File: config.mk
export PLATFORM = sky130hd
export DESIGN_NAME = wnea_queue
export DESIGN_NICKNAME = d
export VERILOG_FILES = /design/src/wnea_pkg.sv /design/src/wnea_queue.sv
export SDC_FILE = /design/constraint.sdc
export NUM_CORES = 1
export LEC_CHECK = 0
export BUFFER_PORTS_ARGS = -buffer_cell sky130_fd_sc_hd__buf_2
export CAP_MARGIN = 20
export CORE_MARGIN = 2
export CORE_UTILIZATION = 45
export DETAILED_ROUTE_END_ITERATION = 6
export GPL_ROUTABILITY_DRIVEN = 0
export HOLD_SLACK_MARGIN = 0.15
export PLACE_DENSITY = 0.7
export SLEW_MARGIN = 10
export SYNTH_ARGS = -nofsm -noshare
export SYNTH_HDL_FRONTEND = slang
export SYNTH_SLANG_ARGS = --single-unit
File: constraint.sdc
create_clock -name clock -period 41.2 [get_ports clock]
set_input_delay 4.12 -clock clock [delete_from_list [all_inputs] [get_ports clock]]
set_output_delay 4.12 -clock clock [all_outputs]
set_load 0.005 [all_outputs]
File: src/wnea_pkg.sv
`default_nettype none
package wnea_pkg;

   localparam int FracBitsDefault = 16;
   localparam int AccWidthDefault = 64;
   localparam int CountWidthDefault = 32;

   localparam int NumJac = 6;
   localparam int NumInfo = 21;
   localparam int NumGrad = 6;
   localparam int NumTerms = 28;
   localparam int NumEntries = 29;
   localparam int QueueDepth = 2;

   // Input item as it crosses the request port
   typedef struct packed {
      logic signed [31:0] jac_0;
      logic signed [31:0] jac_1;
      logic signed [31:0] jac_2;
      logic signed [31:0] jac_3;
      logic signed [31:0] jac_4;
      logic signed [31:0] jac_5;
      logic signed [31:0] residual_distance;
      logic [16:0]        sample_weight;
      logic               last_item;
   } req_item_type;

   // One result entry
   typedef struct packed {
      logic [4:0]         entry_index;
      logic signed [63:0] entry_value;
      logic               last_entry;
      logic               overflow_seen;
   } rsp_item_type;

   // Operand vector queued between front and back
   typedef struct packed {
      logic signed [6:0][31:0] opnd;
      logic [16:0]             weight;
      logic                    last;
   } work_item_type;

   // Queue status: full is seen by the front, empty by the back
   typedef struct packed {
      logic full;
      logic empty;
   } queue_status_type;

   // Operand pair of term k (0..20 info, 21..26 gradient, 27 cost);
   // operand 6 is the residual
   function automatic logic [2:0] term_a(input logic [4:0] k);
      logic [2:0] a;
      a = 3'd6;
      if (k <= 5'd5) a = 3'd0;
      else if (k <= 5'd10) a = 3'd1;
      else if (k <= 5'd14) a = 3'd2;
      else if (k <= 5'd17) a = 3'd3;
      else if (k <= 5'd19) a = 3'd4;
      else if (k == 5'd20) a = 3'd5;
      else if (k <= 5'd26) a = 3'(k - 5'd21);
      return a;
   endfunction

   function automatic logic [2:0] term_b(input logic [4:0] k);
      logic [2:0] b;
      b = 3'd6;
      if (k <= 5'd5) b = 3'(k);
      else if (k <= 5'd10) b = 3'(k - 5'd5);
      else if (k <= 5'd14) b = 3'(k - 5'd9);
      else if (k <= 5'd17) b = 3'(k - 5'd12);
      else if (k <= 5'd19) b = 3'(k - 5'd14);
      else if (k == 5'd20) b = 3'd5;
      return b;
   endfunction

endpackage
`default_nettype wire

File: src/wnea_queue.sv
`default_nettype none
module wnea_queue (
   input  wire logic                       clock,
   input  wire logic                       reset,
   input  wire logic                       push,
   input  wire wnea_pkg::work_item_type    push_item,
   input  wire logic                       pop,
   output wnea_pkg::work_item_type         head_item,
   output wnea_pkg::queue_status_type      q_status
);

   localparam int Depth = wnea_pkg::QueueDepth;
   localparam int PtrW = $clog2(Depth);

   wnea_pkg::work_item_type mem_ff [Depth];
   logic [PtrW-1:0] wr_ptr_ff, wr_ptr_in, rd_ptr_ff, rd_ptr_in;
   logic [PtrW:0]   count_ff, count_in;

   assign q_status.full  = count_ff == (PtrW+1)'(Depth);
   assign q_status.empty = count_ff == '0;
   assign head_item = mem_ff[rd_ptr_ff];

   // Advance pointers and count
   always_comb begin
      wr_ptr_in = wr_ptr_ff;
      rd_ptr_in = rd_ptr_ff;
      count_in  = count_ff;
      if (push) begin
         wr_ptr_in = (wr_ptr_ff == PtrW'(Depth-1)) ? '0 : wr_ptr_ff + 1'b1;
         count_in  = count_in + 1'b1;
      end
      if (pop) begin
         rd_ptr_in = (rd_ptr_ff == PtrW'(Depth-1)) ? '0 : rd_ptr_ff + 1'b1;
         count_in  = count_in - 1'b1;
      end
   end

   always_ff @(posedge clock) begin
      if (reset) begin
         wr_ptr_ff <= '0;
         rd_ptr_ff <= '0;
         count_ff  <= '0;
      end else begin
         wr_ptr_ff <= wr_ptr_in;
         rd_ptr_ff <= rd_ptr_in;
         count_ff  <= count_in;
      end
   end

   always_ff @(posedge clock) begin
      if (push) begin
         mem_ff[wr_ptr_ff] <= push_item;
      end
   end

   assert property (@(posedge clock) disable iff (reset) q_status.full |-> !push)
      else $error("queue overrun");
   assert property (@(posedge clock) disable iff (reset) q_status.empty |-> !pop)
      else $error("queue underrun");
   assert property (@(posedge clock) disable iff (reset)
      (push && !pop) |=> (count_ff == $past(count_ff) + 1'b1))
      else $error("queue count slip");

endmodule
`default_nettype wire

# Word level (Yosys, flattened, before mapping)
# Memory sizes are Yosys's and may differ from the RTL's. A register that Yosys moved wholly into a read port is not among the register bits.
# Index checks and enable logic that the tools add are counted.
[word_totals]
register_bits = 4
latchBits = 0
ram_bits = 484
romBits = 0
output_inout_bits = 244
wordCells = 18
n_memories = 1
[classes]
n_addsub = 4
n_mul = 0
div = 0
magnitude_cmp = 0
n_eq_ne = 1
shifts = 0
n_mux = 8
bitwise_logic = 0
reduce_logical = 1
[mem_list]
columns = ["name", "depth", "width", "rd", "rd_ports_with_merged_regs", "write_ports", "line_no", "source"]
rows = [
  ["mem_ff", 2, 242, 1, 1, 1, "wnea_queue.sv:15", "wnea_pkg::work_item_type mem_ff [Depth];"],
]
[op_table]
columns = ["cell", "count"]
rows = [
  ["$mux W1", 6],
  ["$mux W2", 2],
  ["$add A1 B1 Y1 const B", 2],
  ["$add A2 B1 Y2 const B", 1],
  ["$eq A2 B2 Y1 const B", 1],
  ["$logic_not A2 Y1", 1],
  ["$sub A2 B1 Y2 const B", 1],
]

# Longest topological paths before layout
# Gate-level depths: netlist of run 1.
[depth]
word_depth = 4
ltp_mapped = 5
mapped_depth_nobuf = 5

# Worst setup path after synthesis of run 1
# Ideal clock, no wire load.
[synth_timing]
path_type = "input-to-reg"
start = "input push"
end = "memory mem_ff[0][0] (netlist name) (enable)"
arrival_ns = 14.887
required_time_ns = 40.322
setup_slack_ns = 25.435
path_stages = 2
n_path_buf = 1
path_cell_list = "buf_4 -> nor2b_1"
[synth_between]
elab_chain_len = 2
[synth_rtl]
columns = ["element", "line_no", "source"]
rows = [
  ["from (decl)", "wnea_queue.sv:5", "input wire logic push,"],
  ["$mux W1", "wnea_queue.sv:51", "if (push) begin"],
  ["$mux W1 (not written as such)", "wnea_queue.sv:52", "mem_ff[wr_ptr_ff] <= push_item;"],
  ["to (decl)", "wnea_queue.sv:15", ""],
]
# Every way passes these cells.

==> impl_metrics.yaml, run 1 <==
pwr:
  total_power_mw: 1.15
  power.density_nw_per_um2: 49.8
  cellLeakagePower_nw: 9.00
  peakVddDrop_v: 0.0000432
cts:
  clk_pin_slew_worst_paths_ns: 0.06
  cts-htree-levels: 2
  post_cts_resized: 0
  clk_latency_ns: 0.55
  cts_buffers: 49
  post-cts-setup-buffers: 0
  cts_tree: "yes"
  clock_sinks: 489
  cts.hold.buffers_added: 0
  clock_path_buffers: 3
  cts-root-buf: "clkbuf_16"
grt:
  first_global_vias: 9215
  grt_util_met2: 0.283
  grt_max_degree: 127
  grt_overflow: 0
  grt.met3_usage: 0.0502
  top_usage_layer: "met2"
  grt.total_usage: 0.162
  grt_pass1_wl_mm: 51.7
  met1_usage: 0.183
  antenna_found_initial: 7
setup_path:
  worstSetupPathType: "reg2out"
  cp_data_arrival_time_ns: 2.90
  cp_slowest_cell: "dfxtp_4"
  cp_cell_sequence: "buf_12 -> mux2_4 -> buf_2"
  end_kind: "output port"
  crit_required_ns: 37.08
  cp_num_buf_inv: 2
  path_delay_family: "flip-flops"
  cpPeakStageDelay_ns: 0.85
  startpoint_type: "flop"
  cp_max_fo: 126
finish:
  drive_gt1_frac: 0.610
  nets: 1552
  fin_util: 0.566
  finalNonFillerCells: 1876
  area_growth_pct: 24.6
sta:
  skew_ns: 0.0199
  whs_ns: 0.549
  maxSlewViolCount: 0
  clock.fmax_mhz: 142
  relSlewSlack: 0.180
  setup_violations: 0
  min_period_over_period: 0.170
  min_period_ns: 7.02
  rsz0062_at_grt: "false"
  setup_tns_ns: 0
  worst_pin_slew_ns: 1.23
  hold_viol_final: 0
die:
  dieArea_sq_um: 42700
  num_io_pins: 490
  die_y_microns: 207
  core.rowCount: 74
  core_sq_um: 40600
  die_x_microns: 207
  initial_utilization: 0.454
synthesis:
  yosysSeqAreaShare: 0.793
  synth_seq_cells: 489
  syn_avg_cell_area_sq_um: 23.6
  syn_inst: 782
  syn-num-nets: 1030
  synth.distinct_cells: 21
  yosys_warnings: 0
  synth_area_sq_um: 18500
place:
  dp.cells: 1784
  place_hpwl_mm: 24.9
  numPortBuffers: 489
run:
  drv_cap: 0
route:
  via_per_inst: 4.83
  drtPass1Iterations: 4
  drt_iter0_markers: 454
  vias: 9069
  drc: 0
  routedWlPerCell_microns: 19.5
  routed_wl_mm: 36.6
  ant_nets: 0
worst_hold_path:
  min_path_type: "reg2reg"
status:
  status: "complete, no violations"
## report_power, final
part / leakage (nW) / internal, mW / switching [mW] / total (mW)
combinational: 3.64 / 0.0661 / 0.0564 / 0.122
sequential: 4.58 / 0.582 / 0.00898 / 0.591
clock: 0.768 / 0.259 / 0.175 / 0.434
## synthesized netlist by cell type
cell | count | area [sq um]
buf_2 | 6 | 30.0
and3_1 | 1 | 6.26
inv_1 | 2 | 7.51
edfxtp_1 | 484 | 14500
mux2_2 | 62 | 698
nor2b_1 | 1 | 6.26
o21ai_0 | 1 | 5.00
dfxtp_1 | 5 | 100
xor2_1 | 1 | 8.76
and2_1 | 2 | 12.5
nor3_1 | 2 | 10.0
a211o_1 | 1 | 8.76
a21oi_1 | 1 | 5.00
nor2_1 | 5 | 18.8
buf_4 | 1 | 7.51
buf_6 | 21 | 236
ha_1 | 2 | 25.0
xnor2_1 | 2 | 17.5
and3b_1 | 1 | 8.76
mux2_4 | 180 | 2700
mux2i_1 | 1 | 10.0
## sequential cells by signal (all words and copies together) (netlist names), named ones only
| register | cells |
|---|---|
| wr_ptr_ff | 1 |
| rd_ptr_ff | 1 |
| mem_ff | 484 |
| count_ff | 2 |
## path summary, 6_finish.rpt
path | cells past startpoint | slack, ns | startpoint | end
max | 3 | 34.18 | flop | head_item[154]
min | 2 | 0.55 | rd_ptr_ff | rd_ptr_ff
max reg2reg | 3 | 38.12 | wr_ptr_ff | mem_ff[1][181]
min reg2reg | 2 | 0.55 | rd_ptr_ff | rd_ptr_ff
## logic make-up after synthesis
logic type | after synthesis | share of synthesized area
flops | 489 | 0.793
mux | 243 | 0.185
buf+inv | 30 | 0.0153
simple gates | 12 | 0.00339
compound gates | 3 | 0.00102
xor+xnor | 3 | 0.00142
fa+ha+maj | 2 | 0.00136
## metal layers
metal  part of all wire  up-vias  wire length, microns
met5            0.00087        -                    32
met4              0.027        6                   987
met3              0.078       62                  2840
met2               0.52      306                 19100
met1               0.37     4529                 13600
li1                   -     4166                     -
## worst reg2reg max path: stages, from the launching register on
cell and delay, ns:
dfxtp_1 0.41, and2_4 0.49, buf_4 0.81, buf_4 0.85
## stage by stage
step | setup slack, ns | cell area [sq um]
6_report | 34.18 | 23000
5_1_grt | 34.08 | 23000
4_1_cts | 33.96 | 23000
3_5_place_dp | 34.16 | 21400
3_3_place_gp | 34.15 | 21400
2_1_floorplan | 25.43 | 18500
## layout by cell type (no fill, tap or decap), drive strengths merged
| cell | count |
|---|---|
| a211o | 1 |
| a21oi | 1 |
| and2 | 2 |
| and3 | 1 |
| and3b | 1 |
| buf | 499 |
| bufinv | 6 |
| clkbuf | 61 |
| clkinv | 13 |
| clkinvlp | 3 |
| dfxtp | 5 |
| diode | 6 |
| edfxtp | 484 |
| ha | 2 |
| inv | 4 |
| mux2 | 242 |
| mux2i | 1 |
| nor2 | 5 |
| nor2b | 1 |
| nor3 | 2 |
| o21ai | 1 |
| xnor2 | 2 |
| xor2 | 1 |
## final cells by class
class                      instances  area [sq um]
timing repair buffer             499          2550
clock buffer                      61          1290
tap                              532           666
multi-input combinational        263          3550
inverter                           2          7.51
sequential                       489         14600
antenna                            6          15.0
clock inverter                    24           282
fill                            3080         17600
No activity file was read; power rests on OpenSTA's default activity.
==> inputs of run 2 (changes only) <==
clock period = 6.9 ns   (was 41.2 ns; I/O delays follow)
==> run 2 against run 1 <==
  * Total power rose to 5.8 times the previous value
  * Worst hold slack got worse by 0.23 ns
  * Register-to-register slack got worse by 34 ns
  * Core utilization decreased by 0.30 points
  * Critical path depth unchanged
  * Clock skew shrank 0.0019 ns
  * Global-route usage fell by 0.16 points
  * Flip-flop and latch count is the same
  * Critical path type unchanged
==> impl_metrics.yaml, run 2 (same netlist as run 1, synthesis figures left out) <==
sta:
  setup_violations: 0
  worst_pin_slew_ns: 1.06
  setup_tns_ns: 0
  clock.fmax_mhz: 287
  maxSlewViolCount: 0
  skew_ns: 0.0181
  min_period_ns: 3.49
  rsz0062_at_grt: "false"
  hold_viol_final: 0
  min_period_over_period: 0.505
  fin_ws_ns: 3.41
  relSlewSlack: 0.296
finish:
  largest_register_ffs: 484
  layout_commonest_cell: "buf_2"
  seqCellArea_sq_um: 14600
  multi_input_area_sq_um: 3550
  n_fill_cell: 3184
  nets: 1550
  area_growth_pct: 24.0
  layout_common_cells: "489 x buf_2, 484 x edfxtp_1, 180 x mux2_4"
  drive_gt1_frac: 0.600
  reg_top3: "mem_ff (484), count_ff (2)"
  fin_util: 0.563
  top_register: "mem_ff"
  finalNonFillerCells: 1872
setup_path:
  timing.rr.end: "mem_ff[0][210]"
  crit_required_ns: 6.21
  r2r_slack_ns: 4.42
  cp_cell_sequence: "buf_4 -> mux2_2 -> buf_2"
  timing.rr.start: "wr_ptr_ff"
  cpPeakStageDelay_ns: 0.85
  cp_slowest_cell: "buf_4"
  worstSetupPathType: "reg2out"
  cp_max_fo: 51
  end_kind: "output port"
  rr_worst_depth: 3
  cp_data_arrival_time_ns: 2.80
  startpoint_type: "flop"
run:
  drv_cap: 0
die:
  die_x_microns: 207
  initial_utilization: 0.454
  num_io_pins: 490
  core.rowCount: 74
  core_sq_um: 40600
  die_y_microns: 207
  dieArea_sq_um: 42700
worst_hold_path:
  worstHoldEndpoint: "mem_ff[1][229]"
  holdPathStages: 1
  min_from: "push_item[229]"
  min_path_type: "in2reg"
grt:
  grt_overflow: 0
  grt.total_usage: 0.160
  grt_max_degree: 135
  antenna_found_initial: 8
  first_global_vias: 9203
  grt_pass1_wl_mm: 51.6
pwr:
  peakVddDrop_v: 0.000209
  cellLeakagePower_nw: 8.93
  power.density_nw_per_um2: 293
place:
  place_hpwl_mm: 24.4
  dp_slack_ns: 3.82
  numPortBuffers: 489
  dp.cells: 1784
route:
  drt_iter0_markers: 446
  drtPass1Iterations: 5
  routed_wl_mm: 36.1
  via_per_inst: 4.82
  drc: 0
  ant_nets: 0
  vias: 9018
  routedWlPerCell_microns: 19.3
cts:
  cts-root-buf: "clkbuf_16"
  cts-htree-levels: 2
  clk_pin_slew_worst_paths_ns: 0.06
  cts.hold.buffers_added: 0
  post-cts-setup-buffers: 0
  post_cts_resized: 0
  clk_latency_ns: 0.56
  cts_buffers: 48
  clock_sinks: 489
  cts_tree: "yes"
  clock_path_buffers: 3
status:
  status: "complete, no violations"
[run 2: where the power goes]
part	leakage [nW]	internal (mW)	switching (mW)
clock network	0.710	1.44	1.01
logic	3.63	0.391	0.333
registers	4.58	3.47	0.0524
total	8.93	5.30	1.39
[run 2: worst max-delay path: cells and delay by family, from the launching register on]
kind     cells  cell delay, ns
mux          1            0.41
buf+inv      2            0.97
flops        1            0.78
[run 2: area by class of cell]
| cell class | count | area share |
|---|---|---|
| Sequential cell | 489 | 0.640 |
| Multi-Input combinational cell | 263 | 0.155 |
| Timing Repair Buffer | 498 | 0.111 |
| Clock buffer | 60 | 0.0554 |
| Tap cell | 532 | 0.0291 |
| Clock inverter | 22 | 0.00858 |
| Antenna cell | 6 | 0.000656 |
| Inverter | 2 | 0.000328 |
[run 2: how the worst max path moves through the flow]
stage / startpoint / to / slack, ns / depth (start not counted)
after CTS: flop / head_item[20] / 3.34 / 3
after global routing: flop / head_item[218] / 3.25 / 3
after global placement: push / mem_ff[0][180] / 3.84 / 4
after detailed placement: push / mem_ff[0][217] / 3.82 / 4
after floorplan: push / mem_ff[0][0] / 1.99 / 2
final: flop / head_item[218] / 3.41 / 3
[run 2: routing by layer]
metal | track usage | up-vias | routed length (microns)
met5 | 0 | - | 34
met4 | 0.0681 | 4 | 1040
met3 | 0.0546 | 64 | 3160
met2 | 0.275 | 321 | 18500
met1 | 0.184 | 4470 | 13400
li1 | - | 4159 | -
[run 2: per-stage QoR]
stage / cell area (sq um) / hold WS (ns) / power (mW)
floorplan: 18500 / 0.480 / 4.02
global placement: 21400 / 0.498 / 4.30
detailed placement: 21400 / 0.505 / 4.32
CTS: 22900 / 0.275 / 6.77
global route: 22900 / 0.287 / 6.94
finish: 22900 / 0.315 / 6.69
==> inputs of run 3 (changes only) <==
ABC_AREA = 1   (was default)
clock period = 3.55 ns   (was 6.9 ns; I/O delays follow)
==> run 3 against run 2 <==
  * Total power increased by 100%
  * Setup slack got worse by 2.5 ns
  * First-iteration DRC count rose by 20%
  * Critical path type unchanged
==> impl_metrics.yaml, run 3 <==
cts:
  clock_path_buffers: 3
  cts.hold.buffers_added: 245
  cts-root-buf: "clkbuf_16"
  clock_sinks: 489
  post_cts_resized: 0
  cts_tree: "yes"
  clk_latency_ns: 0.57
  clk_pin_slew_worst_paths_ns: 0.06
  cts_buffers: 49
  cts-htree-levels: 2
  post-cts-setup-buffers: 0
setup_path:
  crit_required_ns: 3.19
  worstSetupPathType: "reg2out"
  startpoint_type: "flop"
  cp_max_fo: 31
  end_kind: "output port"
  cp_data_arrival_time_ns: 2.32
place:
  numPortBuffers: 489
  place_hpwl_mm: 26.3
  place_area_sq_um: 21700
synthesis:
  yosys-top-cells-area: "edfxtp_1 79%, mux2_4 15%, mux2_2 3.8%"
  syn-num-nets: 1033
  synth.distinct_cells: 15
  yosysSeqAreaShare: 0.794
  syn_inst: 785
  yosysMostFrequentCell: "edfxtp_1"
  synth_edf_count: 484
  synth_top_area_frac: 0.789
  synth_async_sr_flop_share: 0
  synthFlopType: "edfxtp_1"
  synth_area_sq_um: 18400
  synth_seq_cells: 489
  yosys_warnings: 0
  yosys.area.top_type: "edfxtp_1"
  syn_avg_cell_area_sq_um: 23.5
  ys_top_cells_by_count: "484 x edfxtp_1, 180 x mux2_4, 62 x mux2_2"
route:
  routed_wl_mm: 41.6
  drtPass1Iterations: 5
  drt_iter0_markers: 533
  vias: 10242
  drc: 0
  routedWlPerCell_microns: 19.4
  ant_nets: 0
  via_per_inst: 4.77
sta:
  clock.fmax_mhz: 373
  relSlewSlack: 0.624
  worst_pin_slew_ns: 0.564
  setup_violations: 0
  maxSlewViolCount: 0
  skew_ns: 0.0161
  rsz0062_at_grt: "false"
  hold_viol_final: 0
  setup_tns_ns: 0
  min_period_over_period: 0.755
  whs_ns: 0.193
  min_period_ns: 2.68
finish:
  reg_top3: "mem_ff (484), count_ff (2)"
  layout_common_cells: "489 x buf_2, 484 x edfxtp_1, 245 x dlygate4sd3_1"
  nets: 1819
  fin_util: 0.636
  layout_commonest_cell: "buf_2"
  design_area_sq_um: 25800
  area_growth_pct: 40.2
  drive_gt1_frac: 0.522
  largest_register_ffs: 484
  top_register: "mem_ff"
grt:
  grt_pass1_wl_mm: 59.9
  grt_overflow: 0
  grt.total_usage: 0.186
  grt_util_met2: 0.340
  grt.met3_usage: 0.0482
  met1_usage: 0.211
  antenna_found_initial: 3
  top_usage_layer: "met2"
  first_global_vias: 10775
  grt_max_degree: 93
pwr:
  power.density_nw_per_um2: 531
  peakVddDrop_v: 0.000475
  total_power_mw: 13.7
  cellLeakagePower_nw: 10.2
die:
  die_y_microns: 206
  core.rowCount: 74
  dieArea_sq_um: 42600
  num_io_pins: 490
  core_sq_um: 40600
  initial_utilization: 0.453
  die_x_microns: 206
worst_hold_path:
  min_path_type: "in2reg"
run:
  drv_cap: 0
status:
  status: "complete, no violations"
-- run 3: final timing paths --
path              from             to  slack (ns)  cells past startpoint
max               flop  head_item[35]        0.87                      4
min               push      wr_ptr_ff        0.19                      3
max reg2reg  wr_ptr_ff  mem_ff[1][68]        1.93                      4
min reg2reg  wr_ptr_ff      wr_ptr_ff        0.56                      2
-- run 3: layer usage --
layer | up-vias | share of wire
li1 | 4704 | -
met1 | 5099 | 0.37
met2 | 368 | 0.54
met3 | 71 | 0.063
met4 | 0 | 0.026
met5 | - | 0
-- run 3: through the flow --
stage	worst slack, ns	cells
2_1_floorplan	-0.857	785
3_3_place_gp	1.46	1807
3_5_place_dp	1.43	1807
4_1_cts	0.792	2144
5_1_grt	0.735	2147
6_report	0.870	2147
-- run 3: cells by family (layout without fill, tap and decap cells) --
logic type	Yosys count	after routing	synth area share
simple gates	16	16	0.00339
buf+inv	33	860	0.0157
mux	242	242	0.185
compound gates	2	2	0.000543
flops	489	489	0.794
fa+ha+maj	2	2	0.00136
xor+xnor	1	1	0.000475
other cells	0	3	0
-- run 3: where the power goes --
group / internal, mW / switching, mW
clock: 3.19 / 2.11
sequential: 6.69 / 0.0913
combinational: 0.938 / 0.704
total: 10.8 / 2.90
-- run 3: final cells by class --
cell class / count / area (sq um)
tap: 532 / 666
antenna: 3 / 7.51
multi-input combinational: 263 / 3530
fill: 2717 / 14800
clock buffer: 62 / 1340
sequential: 489 / 14600
timing repair buffer: 762 / 5290
clock inverter: 30 / 339
inverter: 6 / 38.8
-- run 3: worst max-delay path: stages, from the launching register on --
cell and delay, ns:
dfxtp_4 0.69, buf_12 0.28, buf_4 0.26, mux2_2 0.37, buf_2 0.13
